<file path="config.mk">
export PLATFORM = sky130hd
export DESIGN_NAME = datetime_add_seconds_unit_flat
export DESIGN_NICKNAME = d
export VERILOG_FILES = /design/src/rtl/dta_pkg.sv /design/src/rtl/dta_req_if.sv /design/src/rtl/dta_rsp_if.sv /design/src/rtl/dta_ctrl.sv /design/src/rtl/dta_dpath.sv /design/src/rtl/datetime_add_seconds_unit.sv /design/src/flat_wrapper.sv
export SDC_FILE = /design/constraint.sdc
export NUM_CORES = 2
export LEC_CHECK = 0
export BUFFER_PORTS_ARGS = -buffer_cell sky130_fd_sc_hd__buf_2
export CELL_PAD_IN_SITES_DETAIL_PLACEMENT = 1
export CELL_PAD_IN_SITES_GLOBAL_PLACEMENT = 1
export CORE_UTILIZATION = 35
export DETAILED_ROUTE_END_ITERATION = 6
export GPL_ROUTABILITY_DRIVEN = 0
export PLACE_DENSITY_LB_ADDON = 0.15
export SYNTH_ARGS = -nofsm -noshare
export SYNTH_HDL_FRONTEND = slang
export SYNTH_SLANG_ARGS = --single-unit
</file>
<file path="constraint.sdc">
create_clock -name clk -period 13.7 [get_ports clk]
set_input_delay 2.055 -clock clk [delete_from_list [all_inputs] [get_ports clk]]
set_output_delay 2.055 -clock clk [all_outputs]
set_load 0.03 [all_outputs]
</file>
<file path="src/rtl/dta_pkg.sv">
// ----------------------------------------------------------------------------
// dta_pkg
// Types, constants and calendar tables for the alarm time calculator.
// ----------------------------------------------------------------------------
package dta_pkg;

    localparam int YEAR_W   = 7;
    localparam int MONTH_W  = 4;
    localparam int DAY_W    = 5;
    localparam int HOUR_W   = 5;
    localparam int MINUTE_W = 6;
    localparam int SECOND_W = 6;
    localparam int DELAY_W  = 32;

    localparam int DAYS_W   = 16;
    localparam int TOD_W    = 17;
    localparam int PROD_W   = 33;
    localparam int TOTAL_W  = 34;
    localparam int REM_W    = 17;

    // floor(x / d) as (x * ceil(2^k / d)) >> k after a power-of-two pre-shift
    localparam int DAY_X_LSB    = 7;
    localparam int DAY_PROD_W   = 51;
    localparam int DAY_Q_LSB    = 35;
    localparam int HOUR_X_LSB   = 4;
    localparam int HOUR_PROD_W  = 27;
    localparam int HOUR_Q_LSB   = 21;
    localparam int MIN_REM_W    = 12;
    localparam int MIN_X_LSB    = 2;
    localparam int MIN_PROD_W   = 21;
    localparam int MIN_Q_LSB    = 14;

    localparam logic [25:0] DAY_RECIP  = 26'd50903317;
    localparam logic [13:0] HOUR_RECIP = 14'd9321;
    localparam logic [10:0] MIN_RECIP  = 11'd1093;

    localparam logic [TOTAL_W-1:0] LIMIT_SECS   = 34'd3155760000;
    localparam logic [PROD_W-1:0]  SECS_PER_DAY = 33'd86400;
    localparam logic [REM_W-1:0]   SECS_PER_HR  = 17'd3600;
    localparam logic [REM_W-1:0]   SECS_PER_MIN = 17'd60;
    localparam logic [YEAR_W-1:0]  LAST_YEAR    = 7'd99;
    localparam logic [YEAR_W-1:0]  CENTURY_YEAR = 7'd100;
    localparam logic [MONTH_W-1:0] FEBRUARY     = 4'd2;
    localparam logic [MONTH_W-1:0] DECEMBER     = 4'd12;

    typedef struct packed {
        logic [YEAR_W-1:0]   current_year_offset;
        logic [MONTH_W-1:0]  current_month;
        logic [DAY_W-1:0]    current_day;
        logic [HOUR_W-1:0]   current_hour;
        logic [MINUTE_W-1:0] current_minute;
        logic [SECOND_W-1:0] current_second;
        logic [DELAY_W-1:0]  delay_seconds;
    } dta_req_t;

    typedef struct packed {
        logic [YEAR_W-1:0]   alarm_year_offset;
        logic [MONTH_W-1:0]  alarm_month;
        logic [DAY_W-1:0]    alarm_day;
        logic [HOUR_W-1:0]   alarm_hour;
        logic [MINUTE_W-1:0] alarm_minute;
        logic [SECOND_W-1:0] alarm_second;
        logic                beyond_range;
    } dta_rsp_t;

    typedef struct packed {
        logic capture;
        logic calc_days;
        logic mul;
        logic sum;
        logic day_quo;
        logic day_rem;
        logic hour_quo;
        logic hour_rem;
        logic min_quo;
        logic min_rem;
        logic year_step;
        logic month_step;
        logic load_out;
    } dta_cmd_t;

    typedef struct packed {
        logic over;
        logic year_stop;
        logic month_stop;
    } dta_sts_t;

    function automatic logic [DAY_W-1:0] month_len(input logic [MONTH_W-1:0] m);
        logic [DAY_W-1:0] len;
        case (m)
            4'd2:    len = 5'd28;
            4'd4:    len = 5'd30;
            4'd6:    len = 5'd30;
            4'd9:    len = 5'd30;
            4'd11:   len = 5'd30;
            default: len = 5'd31;
        endcase
        return len;
    endfunction

    function automatic logic [8:0] days_before(input logic [MONTH_W-1:0] m);
        logic [8:0] d;
        case (m)
            4'd2:    d = 9'd31;
            4'd3:    d = 9'd59;
            4'd4:    d = 9'd90;
            4'd5:    d = 9'd120;
            4'd6:    d = 9'd151;
            4'd7:    d = 9'd181;
            4'd8:    d = 9'd212;
            4'd9:    d = 9'd243;
            4'd10:   d = 9'd273;
            4'd11:   d = 9'd304;
            4'd12:   d = 9'd334;
            default: d = 9'd0;
        endcase
        return d;
    endfunction

    function automatic logic is_leap(input logic [YEAR_W-1:0] y);
        return (y[1:0] == 2'd0) && (y != CENTURY_YEAR);
    endfunction

endpackage

</file>
<file path="src/rtl/dta_req_if.sv">
// ----------------------------------------------------------------------------
// dta_req_if
// Request channel: current date, time and delay.
// ----------------------------------------------------------------------------
interface dta_req_if
    import dta_pkg::*;
();
    logic     valid;
    logic     ready;
    dta_req_t data;

    modport source (output valid, output data, input ready);
    modport sink   (input valid, input data, output ready);
endinterface

</file>
<file path="src/rtl/dta_rsp_if.sv">
// ----------------------------------------------------------------------------
// dta_rsp_if
// Result channel: alarm date and time with range flag.
// ----------------------------------------------------------------------------
interface dta_rsp_if
    import dta_pkg::*;
();
    logic     valid;
    logic     ready;
    dta_rsp_t data;

    modport source (output valid, output data, input ready);
    modport sink   (input valid, input data, output ready);
endinterface

</file>
<file path="src/rtl/dta_ctrl.sv">
// ----------------------------------------------------------------------------
// dta_ctrl
// Sequencer: steps the datapath through conversion, division and calendar
// walk, and owns both handshakes.
// ----------------------------------------------------------------------------
module dta_ctrl
    import dta_pkg::*;
(
    input  logic     clk,
    input  logic     rst_n,
    input  logic     in_valid,
    output logic     in_ready,
    output logic     out_valid,
    input  logic     out_ready,
    input  dta_sts_t sts,
    output dta_cmd_t cmd
);

    localparam logic [3:0] ST_IDLE   = 4'd0;
    localparam logic [3:0] ST_DAYS   = 4'd1;
    localparam logic [3:0] ST_MUL    = 4'd2;
    localparam logic [3:0] ST_SUM    = 4'd3;
    localparam logic [3:0] ST_CHECK  = 4'd4;
    localparam logic [3:0] ST_DAY_Q  = 4'd5;
    localparam logic [3:0] ST_DAY_R  = 4'd6;
    localparam logic [3:0] ST_HOUR_Q = 4'd7;
    localparam logic [3:0] ST_HOUR_R = 4'd8;
    localparam logic [3:0] ST_MIN_Q  = 4'd9;
    localparam logic [3:0] ST_MIN_R  = 4'd10;
    localparam logic [3:0] ST_YEAR   = 4'd11;
    localparam logic [3:0] ST_MONTH  = 4'd12;
    localparam logic [3:0] ST_DONE   = 4'd13;

    logic [3:0] state_reg;
    logic [3:0] state_next;
    logic       out_valid_reg;
    logic       out_valid_next;

    assign in_ready  = (state_reg == ST_IDLE);
    assign out_valid = out_valid_reg;

    always_comb
    begin
        state_next     = state_reg;
        out_valid_next = out_valid_reg && !out_ready;
        cmd            = '0;
        case (state_reg)
            ST_IDLE:
            begin
                if (in_valid)
                begin
                    cmd.capture = 1'b1;
                    state_next  = ST_DAYS;
                end
            end
            ST_DAYS:
            begin
                cmd.calc_days = 1'b1;
                state_next    = ST_MUL;
            end
            ST_MUL:
            begin
                cmd.mul    = 1'b1;
                state_next = ST_SUM;
            end
            ST_SUM:
            begin
                cmd.sum    = 1'b1;
                state_next = ST_CHECK;
            end
            ST_CHECK:
            begin
                if (sts.over)
                begin
                    state_next = ST_DONE;
                end
                else
                begin
                    state_next = ST_DAY_Q;
                end
            end
            ST_DAY_Q:
            begin
                cmd.day_quo = 1'b1;
                state_next  = ST_DAY_R;
            end
            ST_DAY_R:
            begin
                cmd.day_rem = 1'b1;
                state_next  = ST_HOUR_Q;
            end
            ST_HOUR_Q:
            begin
                cmd.hour_quo = 1'b1;
                state_next   = ST_HOUR_R;
            end
            ST_HOUR_R:
            begin
                cmd.hour_rem = 1'b1;
                state_next   = ST_MIN_Q;
            end
            ST_MIN_Q:
            begin
                cmd.min_quo = 1'b1;
                state_next  = ST_MIN_R;
            end
            ST_MIN_R:
            begin
                cmd.min_rem = 1'b1;
                state_next  = ST_YEAR;
            end
            ST_YEAR:
            begin
                cmd.year_step = 1'b1;
                if (sts.year_stop)
                begin
                    state_next = ST_MONTH;
                end
            end
            ST_MONTH:
            begin
                cmd.month_step = 1'b1;
                if (sts.month_stop)
                begin
                    state_next = ST_DONE;
                end
            end
            ST_DONE:
            begin
                if (!out_valid_reg || out_ready)
                begin
                    cmd.load_out   = 1'b1;
                    out_valid_next = 1'b1;
                    state_next     = ST_IDLE;
                end
            end
            default:
            begin
                state_next = ST_IDLE;
            end
        endcase
    end

    always_ff @(posedge clk or negedge rst_n)
    begin
        if (!rst_n)
        begin
            state_reg     <= ST_IDLE;
            out_valid_reg <= 1'b0;
        end
        else
        begin
            state_reg     <= state_next;
            out_valid_reg <= out_valid_next;
        end
    end

endmodule

</file>
<file path="src/rtl/dta_dpath.sv">
// ----------------------------------------------------------------------------
// dta_dpath
// Datapath: date to seconds, overflow check, reciprocal-multiply dividers,
// year and month walk, result register.
// ----------------------------------------------------------------------------
module dta_dpath
    import dta_pkg::*;
(
    input  logic     clk,
    input  dta_req_t req,
    input  dta_cmd_t cmd,
    output dta_sts_t sts,
    output dta_rsp_t rsp
);

    dta_req_t              req_reg;
    logic [DAYS_W-1:0]     days_reg;
    logic [DAYS_W-1:0]     days_next;
    logic [TOD_W-1:0]      tod_reg;
    logic [TOD_W-1:0]      tod_next;
    logic [PROD_W-1:0]     prod_reg;
    logic [TOTAL_W-1:0]    total_reg;
    logic [REM_W-1:0]      rem_reg;
    logic [YEAR_W-1:0]     year_reg;
    logic [MONTH_W-1:0]    month_reg;
    logic                  leap_reg;
    logic [HOUR_W-1:0]     hour_reg;
    logic [MINUTE_W-1:0]   minute_reg;
    logic [SECOND_W-1:0]   second_reg;
    dta_rsp_t              rsp_reg;

    logic [MONTH_W-1:0]    mon_c;
    logic [DAY_W-1:0]      day_c;
    logic [DAY_PROD_W-1:0]  day_prod;
    logic [HOUR_PROD_W-1:0] hour_prod;
    logic [MIN_PROD_W-1:0]  min_prod;
    logic                  yr_leap;
    logic [DAYS_W-1:0]     yr_len;
    logic [DAYS_W-1:0]     mo_len;

    always_comb
    begin
        mon_c = req_reg.current_month;
        if (mon_c == '0)
        begin
            mon_c = 4'd1;
        end
        else if (mon_c > DECEMBER)
        begin
            mon_c = DECEMBER;
        end
        day_c = (req_reg.current_day == '0) ? 5'd1 : req_reg.current_day;

        days_next = 16'(16'(req_reg.current_year_offset) * 16'd365)
                  + 16'((8'(req_reg.current_year_offset) + 8'd3) >> 2)
                  - 16'(req_reg.current_year_offset > CENTURY_YEAR)
                  + 16'(days_before(mon_c))
                  + 16'(is_leap(req_reg.current_year_offset) && (mon_c > FEBRUARY))
                  + 16'(day_c) - 16'd1;

        tod_next = 17'(req_reg.current_hour) * 17'd3600
                 + 17'(req_reg.current_minute) * 17'd60
                 + 17'(req_reg.current_second);
    end

    assign day_prod  = DAY_PROD_W'(total_reg[DELAY_W-1:DAY_X_LSB])
                     * DAY_PROD_W'(DAY_RECIP);
    assign hour_prod = HOUR_PROD_W'(rem_reg[REM_W-1:HOUR_X_LSB])
                     * HOUR_PROD_W'(HOUR_RECIP);
    assign min_prod  = MIN_PROD_W'(rem_reg[MIN_REM_W-1:MIN_X_LSB])
                     * MIN_PROD_W'(MIN_RECIP);

    assign yr_leap = is_leap(year_reg);
    assign yr_len  = yr_leap ? 16'd366 : 16'd365;
    assign mo_len  = 16'(month_len(month_reg))
                   + 16'(leap_reg && (month_reg == FEBRUARY));

    assign sts.over       = total_reg >= LIMIT_SECS;
    assign sts.year_stop  = (days_reg < yr_len) || (year_reg >= LAST_YEAR);
    assign sts.month_stop = (month_reg >= DECEMBER) || (days_reg < mo_len);

    always_ff @(posedge clk)
    begin
        if (cmd.capture)
        begin
            req_reg <= req;
        end
        if (cmd.calc_days)
        begin
            days_reg <= days_next;
            tod_reg  <= tod_next;
        end
        if (cmd.mul)
        begin
            prod_reg <= PROD_W'(days_reg) * SECS_PER_DAY;
        end
        if (cmd.sum)
        begin
            total_reg <= TOTAL_W'(prod_reg) + TOTAL_W'(tod_reg)
                       + TOTAL_W'(req_reg.delay_seconds);
        end

        if (cmd.day_quo)
        begin
            days_reg  <= day_prod[DAY_Q_LSB+DAYS_W-1:DAY_Q_LSB];
            year_reg  <= '0;
            month_reg <= 4'd1;
        end
        if (cmd.day_rem)
        begin
            rem_reg <= total_reg[REM_W-1:0] - REM_W'(days_reg) * REM_W'(SECS_PER_DAY);
        end
        if (cmd.hour_quo)
        begin
            hour_reg <= hour_prod[HOUR_Q_LSB+HOUR_W-1:HOUR_Q_LSB];
        end
        if (cmd.hour_rem)
        begin
            rem_reg <= rem_reg - REM_W'(hour_reg) * SECS_PER_HR;
        end
        if (cmd.min_quo)
        begin
            minute_reg <= min_prod[MIN_Q_LSB+MINUTE_W-1:MIN_Q_LSB];
        end
        if (cmd.min_rem)
        begin
            second_reg <= SECOND_W'(rem_reg - REM_W'(minute_reg) * SECS_PER_MIN);
        end

        if (cmd.year_step)
        begin
            leap_reg <= yr_leap;
            if (!sts.year_stop)
            begin
                days_reg <= days_reg - yr_len;
                year_reg <= year_reg + YEAR_W'(1);
            end
        end

        if (cmd.month_step && !sts.month_stop)
        begin
            days_reg  <= days_reg - mo_len;
            month_reg <= month_reg + MONTH_W'(1);
        end

        if (cmd.load_out)
        begin
            if (sts.over)
            begin
                rsp_reg.alarm_year_offset <= '0;
                rsp_reg.alarm_month       <= '0;
                rsp_reg.alarm_day         <= '0;
                rsp_reg.alarm_hour        <= '0;
                rsp_reg.alarm_minute      <= '0;
                rsp_reg.alarm_second      <= '0;
                rsp_reg.beyond_range      <= 1'b1;
            end
            else
            begin
                rsp_reg.alarm_year_offset <= year_reg;
                rsp_reg.alarm_month       <= month_reg;
                rsp_reg.alarm_day         <= days_reg[DAY_W-1:0] + DAY_W'(1);
                rsp_reg.alarm_hour        <= hour_reg;
                rsp_reg.alarm_minute      <= minute_reg;
                rsp_reg.alarm_second      <= second_reg;
                rsp_reg.beyond_range      <= 1'b0;
            end
        end
    end

    assign rsp = rsp_reg;

endmodule

</file>
<file path="src/rtl/datetime_add_seconds_unit.sv">
// ----------------------------------------------------------------------------
// datetime_add_seconds_unit
// Alarm time calculator: date and time (years from 2000) plus a delay in
// seconds, returned as a calendar date and time with a range flag.
//
//   channel   role    contents
//   request   sink    current date, time and delay
//   alarm     source  alarm date, time and beyond_range
//
// One item at a time; request is ready only while no item is in work.
// An item whose sum is beyond 2099 goes from the overflow check straight to
// the output load; any other item passes conversion, the three reciprocal
// divisions, a walk over the years (up to 99) and the months (up to 11),
// then the output load and the return to idle.
// The result waits in an output register; a stalled alarm channel holds the
// next item in its final state until the register is free.
// Reset clears the sequencer and the result valid flag.
// ----------------------------------------------------------------------------
module datetime_add_seconds_unit
    import dta_pkg::*;
(
    input  logic      clk,
    input  logic      rst_n,
    dta_req_if.sink   request,
    dta_rsp_if.source alarm
);

    dta_cmd_t cmd;
    dta_sts_t sts;

    dta_ctrl u_ctrl (
        .clk       (clk),
        .rst_n     (rst_n),
        .in_valid  (request.valid),
        .in_ready  (request.ready),
        .out_valid (alarm.valid),
        .out_ready (alarm.ready),
        .sts       (sts),
        .cmd       (cmd)
    );

    dta_dpath u_dpath (
        .clk (clk),
        .req (request.data),
        .cmd (cmd),
        .sts (sts),
        .rsp (alarm.data)
    );

    a_single_item: assert property (@(posedge clk) disable iff (!rst_n)
        request.valid && request.ready |=> !request.ready)
        else $error("request accepted while an item is in work");

    a_range_zeroes: assert property (@(posedge clk) disable iff (!rst_n)
        alarm.valid && alarm.data.beyond_range |->
            alarm.data.alarm_year_offset == '0 && alarm.data.alarm_month == '0 &&
            alarm.data.alarm_day == '0 && alarm.data.alarm_hour == '0 &&
            alarm.data.alarm_minute == '0 && alarm.data.alarm_second == '0)
        else $error("out of range result carries date fields");

    a_calendar_ok: assert property (@(posedge clk) disable iff (!rst_n)
        alarm.valid && !alarm.data.beyond_range |->
            alarm.data.alarm_month != '0 && alarm.data.alarm_month <= DECEMBER &&
            alarm.data.alarm_day != '0 && alarm.data.alarm_hour <= 5'd23 &&
            alarm.data.alarm_year_offset <= LAST_YEAR)
        else $error("calendar walk produced an impossible date");

endmodule

</file>
<file path="src/flat_wrapper.sv">
// flat-port wrapper written by rule: the top's interface ports become plain ports
module datetime_add_seconds_unit_flat import dta_pkg::*;
  (clk, rst_n, request_valid, request_data, request_ready, alarm_valid, alarm_data, alarm_ready);
  dta_req_if request_i ();
  dta_rsp_if alarm_i ();
  input  logic clk;
  input  logic rst_n;
  input wire logic [$bits(request_i.valid)-1:0] request_valid;
  input wire logic [$bits(request_i.data)-1:0] request_data;
  output wire logic [$bits(request_i.ready)-1:0] request_ready;
  output wire logic [$bits(alarm_i.valid)-1:0] alarm_valid;
  output wire logic [$bits(alarm_i.data)-1:0] alarm_data;
  input wire logic [$bits(alarm_i.ready)-1:0] alarm_ready;
  assign request_i.valid = request_valid;
  assign request_i.data = request_data;
  assign request_ready = request_i.ready;
  assign alarm_valid = alarm_i.valid;
  assign alarm_data = alarm_i.data;
  assign alarm_i.ready = alarm_ready;
  datetime_add_seconds_unit u_core (.clk(clk), .rst_n(rst_n), .request(request_i), .alarm(alarm_i));
endmodule
</file>
==> results.ini <==
[timing]
final_hold_viol_count=0
layout_min_cycle_time_ns=7.54
finalCritPeriodShare_pct=55.1
rsz0062_at_grt=no
setup_viol=0
relSlewSlack_pct=20.8
worst_pin_slew_ns=1.19
tns_ns=0
final_max_slew_viol_count=0
fin_hold_ws_ns=0.425
fmax_ghz=0.133
fin_skew_ns=0.0277

[floorplan]
fp-row-count=111
start_util_pct=35.4
die_area_um2=93900
fp.dieW_um=307
ioPinCount=105
core_area_um2=91800
die_y_um=307

[synthesis]
synth_area_um2=32500
synth_xor_area_share_pct=4.45
netlist_instances=3146
synthMuxAreaShare_pct=0.224
synthAdderAreaFrac_pct=48.3
synthFlopType=edfxtp_1
synth-seq-cells=243
synth_commonest_cells=ha_1 (733), inv_1 (701), fa_1 (324)
synth_compound_area_share_pct=9.99
syn-num-nets=4272
ys_warn_count=0
synth-edff-count=215
yosysMostFrequentCell=ha_1
synth-simple-area-share_pct=6.82
syn_avg_cell_area_um2=10.3
netlist_top_cells_area=ha_1 (28%), fa_1 (20%), edfxtp_1 (20%), inv_1 (8.1%), xnor2_1 (3.0%)
synth_cell_types=77
synth_top_cell_area_share_pct=28.3
yosysSeqAreaShare_pct=21.7
synth_top_family_by_area=adder cells
synth_top_cell_by_area=ha_1
async_reset_ff_share_pct=2.06

[outcome]
status=finished clean

[placement]
dp_hpwl_mm=77.2
numPortBuffers=104
placed_cell_area_um2=34500

[drt]
detail_route.first_pass.iterations=5
wl_met1_mm=40.0
viasPerCell=5.00
drt_iter0_drc=1008
top_layer=met5
antenna_left=0
route.vias.total=22700
wl_met3_mm=3.32
wl_per_cell_um=20.0
wl_met2_mm=45.1
drc_errors=0
wl_mm=90.7

[cells_and_area]
fin_area_um2=35700
largest_reg_flops=65
multi_input_area_um2=22700
nFillCells=10300
layout-drive-gt1-share_pct=6.35
fin_nets=4391
syn_to_final_growth_pct=10.0
regArea_um2=7040
final_util_pct=38.9

[setup_path]
r2r-end=u_core.u_dpath.days_reg[11]
cp.arrival_ns=8.01
criticalPathCategory=reg2reg
startpoint_type=flip-flop
crit_required_ns=14.17
r2r-start=u_core.u_dpath.total_reg[12]
regToRegSetupSlack_ns=6.16
reg2reg_depth=23
cp_max_fo=13
crit_path_end_kind=flip-flop

[clock_network]
cts_tree=yes
root_buffer=clkbuf_16
clk_path_buf_depth=3
worstSkewPairLatency_ns=0.57
cts_htree_levels=2
cts_sinks=243
cts_buffers=34
cts_setup_buffers=0
clk_pin_slew_worst_paths_ns=0.06
cts_resized=0
hold_buffers=0

[min_path]
holdPathEnd=u_core.u_dpath.second_reg[0]
hold_path_class=reg2reg
min_from=u_core.u_dpath.rem_reg[0]
min_path_cells=0

[global_routing]
track_usage_pct=19.8
overflow=0
grt_pass1_wl_mm=144
grt_max_degree=66
antenna_found_initial=6
first_global_vias=25700

[job]
drv_cap=0

-- worst max-delay path by stage --
stage,to,slack (ns),startpoint
5_1_grt,u_core.u_dpath.days_reg[12],5.60,u_core.u_dpath.total_reg[12]
6_report,u_core.u_dpath.days_reg[11],6.16,u_core.u_dpath.total_reg[12]
3_5_place_dp,u_core.u_dpath.days_reg[11],6.24,u_core.u_dpath.total_reg[12]
3_3_place_gp,u_core.u_dpath.days_reg[11],6.37,u_core.u_dpath.total_reg[12]
4_1_cts,u_core.u_dpath.days_reg[11],6.20,u_core.u_dpath.total_reg[12]
2_1_floorplan,u_core.u_dpath.days_reg[11],7.39,u_core.u_dpath.total_reg[12]
-- cell families after synthesis --
logic type               Yosys count
AO/OA/AOI/OAI                    488
XOR/XNOR                         165
adder cells (fa/ha/maj)         1058
buffers and inverters            736
flip-flops                       243
multiplexers                       7
AND/OR/NAND/NOR                  449
-- cell usage in the layout, fill, tap and decap left out, types with 50 or more instances in the layout --
master / instances
ha_1: 733
inv_1: 701
fa_1: 324
edfxtp_1: 215
a21oi_1: 142
nor2_1: 128
xnor2_1: 113
buf_2: 104
nand2_1: 94
o21ai_0: 90
xor2_1: 52
a21o_1: 50
-- layer usage --
layer	vias to the layer above	track usage, %
met5	-	0
met4	6	5.50
met3	113	3.08
met2	284	34.8
met1	11500	25.1
li1	10800	-
-- metrics by stage --
step	cells	setup WS, ns
CTS	4534	6.20
detailed placement	4472	6.24
floorplan	3146	7.39
global placement	4472	6.37
global route	4534	5.60
finish	4536	6.16
-- cell type report --
cell class | count | share of cell area (%)
tap | 1243 | 4.36
inverter | 701 | 7.37
timing repair buffer | 118 | 1.75
sequential | 243 | 19.7
multi-input combinational | 2167 | 63.5
clock buffer | 39 | 2.46
antenna | 2 | 0.0140
clock inverter | 23 | 0.848
-- critical path: stages (launching register included) --
cell	delay (ns)
edfxtp_1	0.80
inv_1	0.31
ha_1	0.41
inv_1	0.09
fa_1	0.47
ha_1	0.29
inv_1	0.05
fa_1	0.49
inv_1	0.05
fa_1	0.48
inv_1	0.12
fa_1	0.46
fa_1	0.56
inv_1	0.04
ha_1	0.32
nand3_1	0.30
o22ai_1	0.31
a2111oi_0	0.10
a21oi_1	0.52
a31oi_1	0.32
o211ai_1	0.35
a31oi_1	0.16
xor2_1	0.16
a221oi_1	0.27
Power is not shown: default switching activity piles up to over one toggle a cycle in this logic, so the estimate is an artifact.
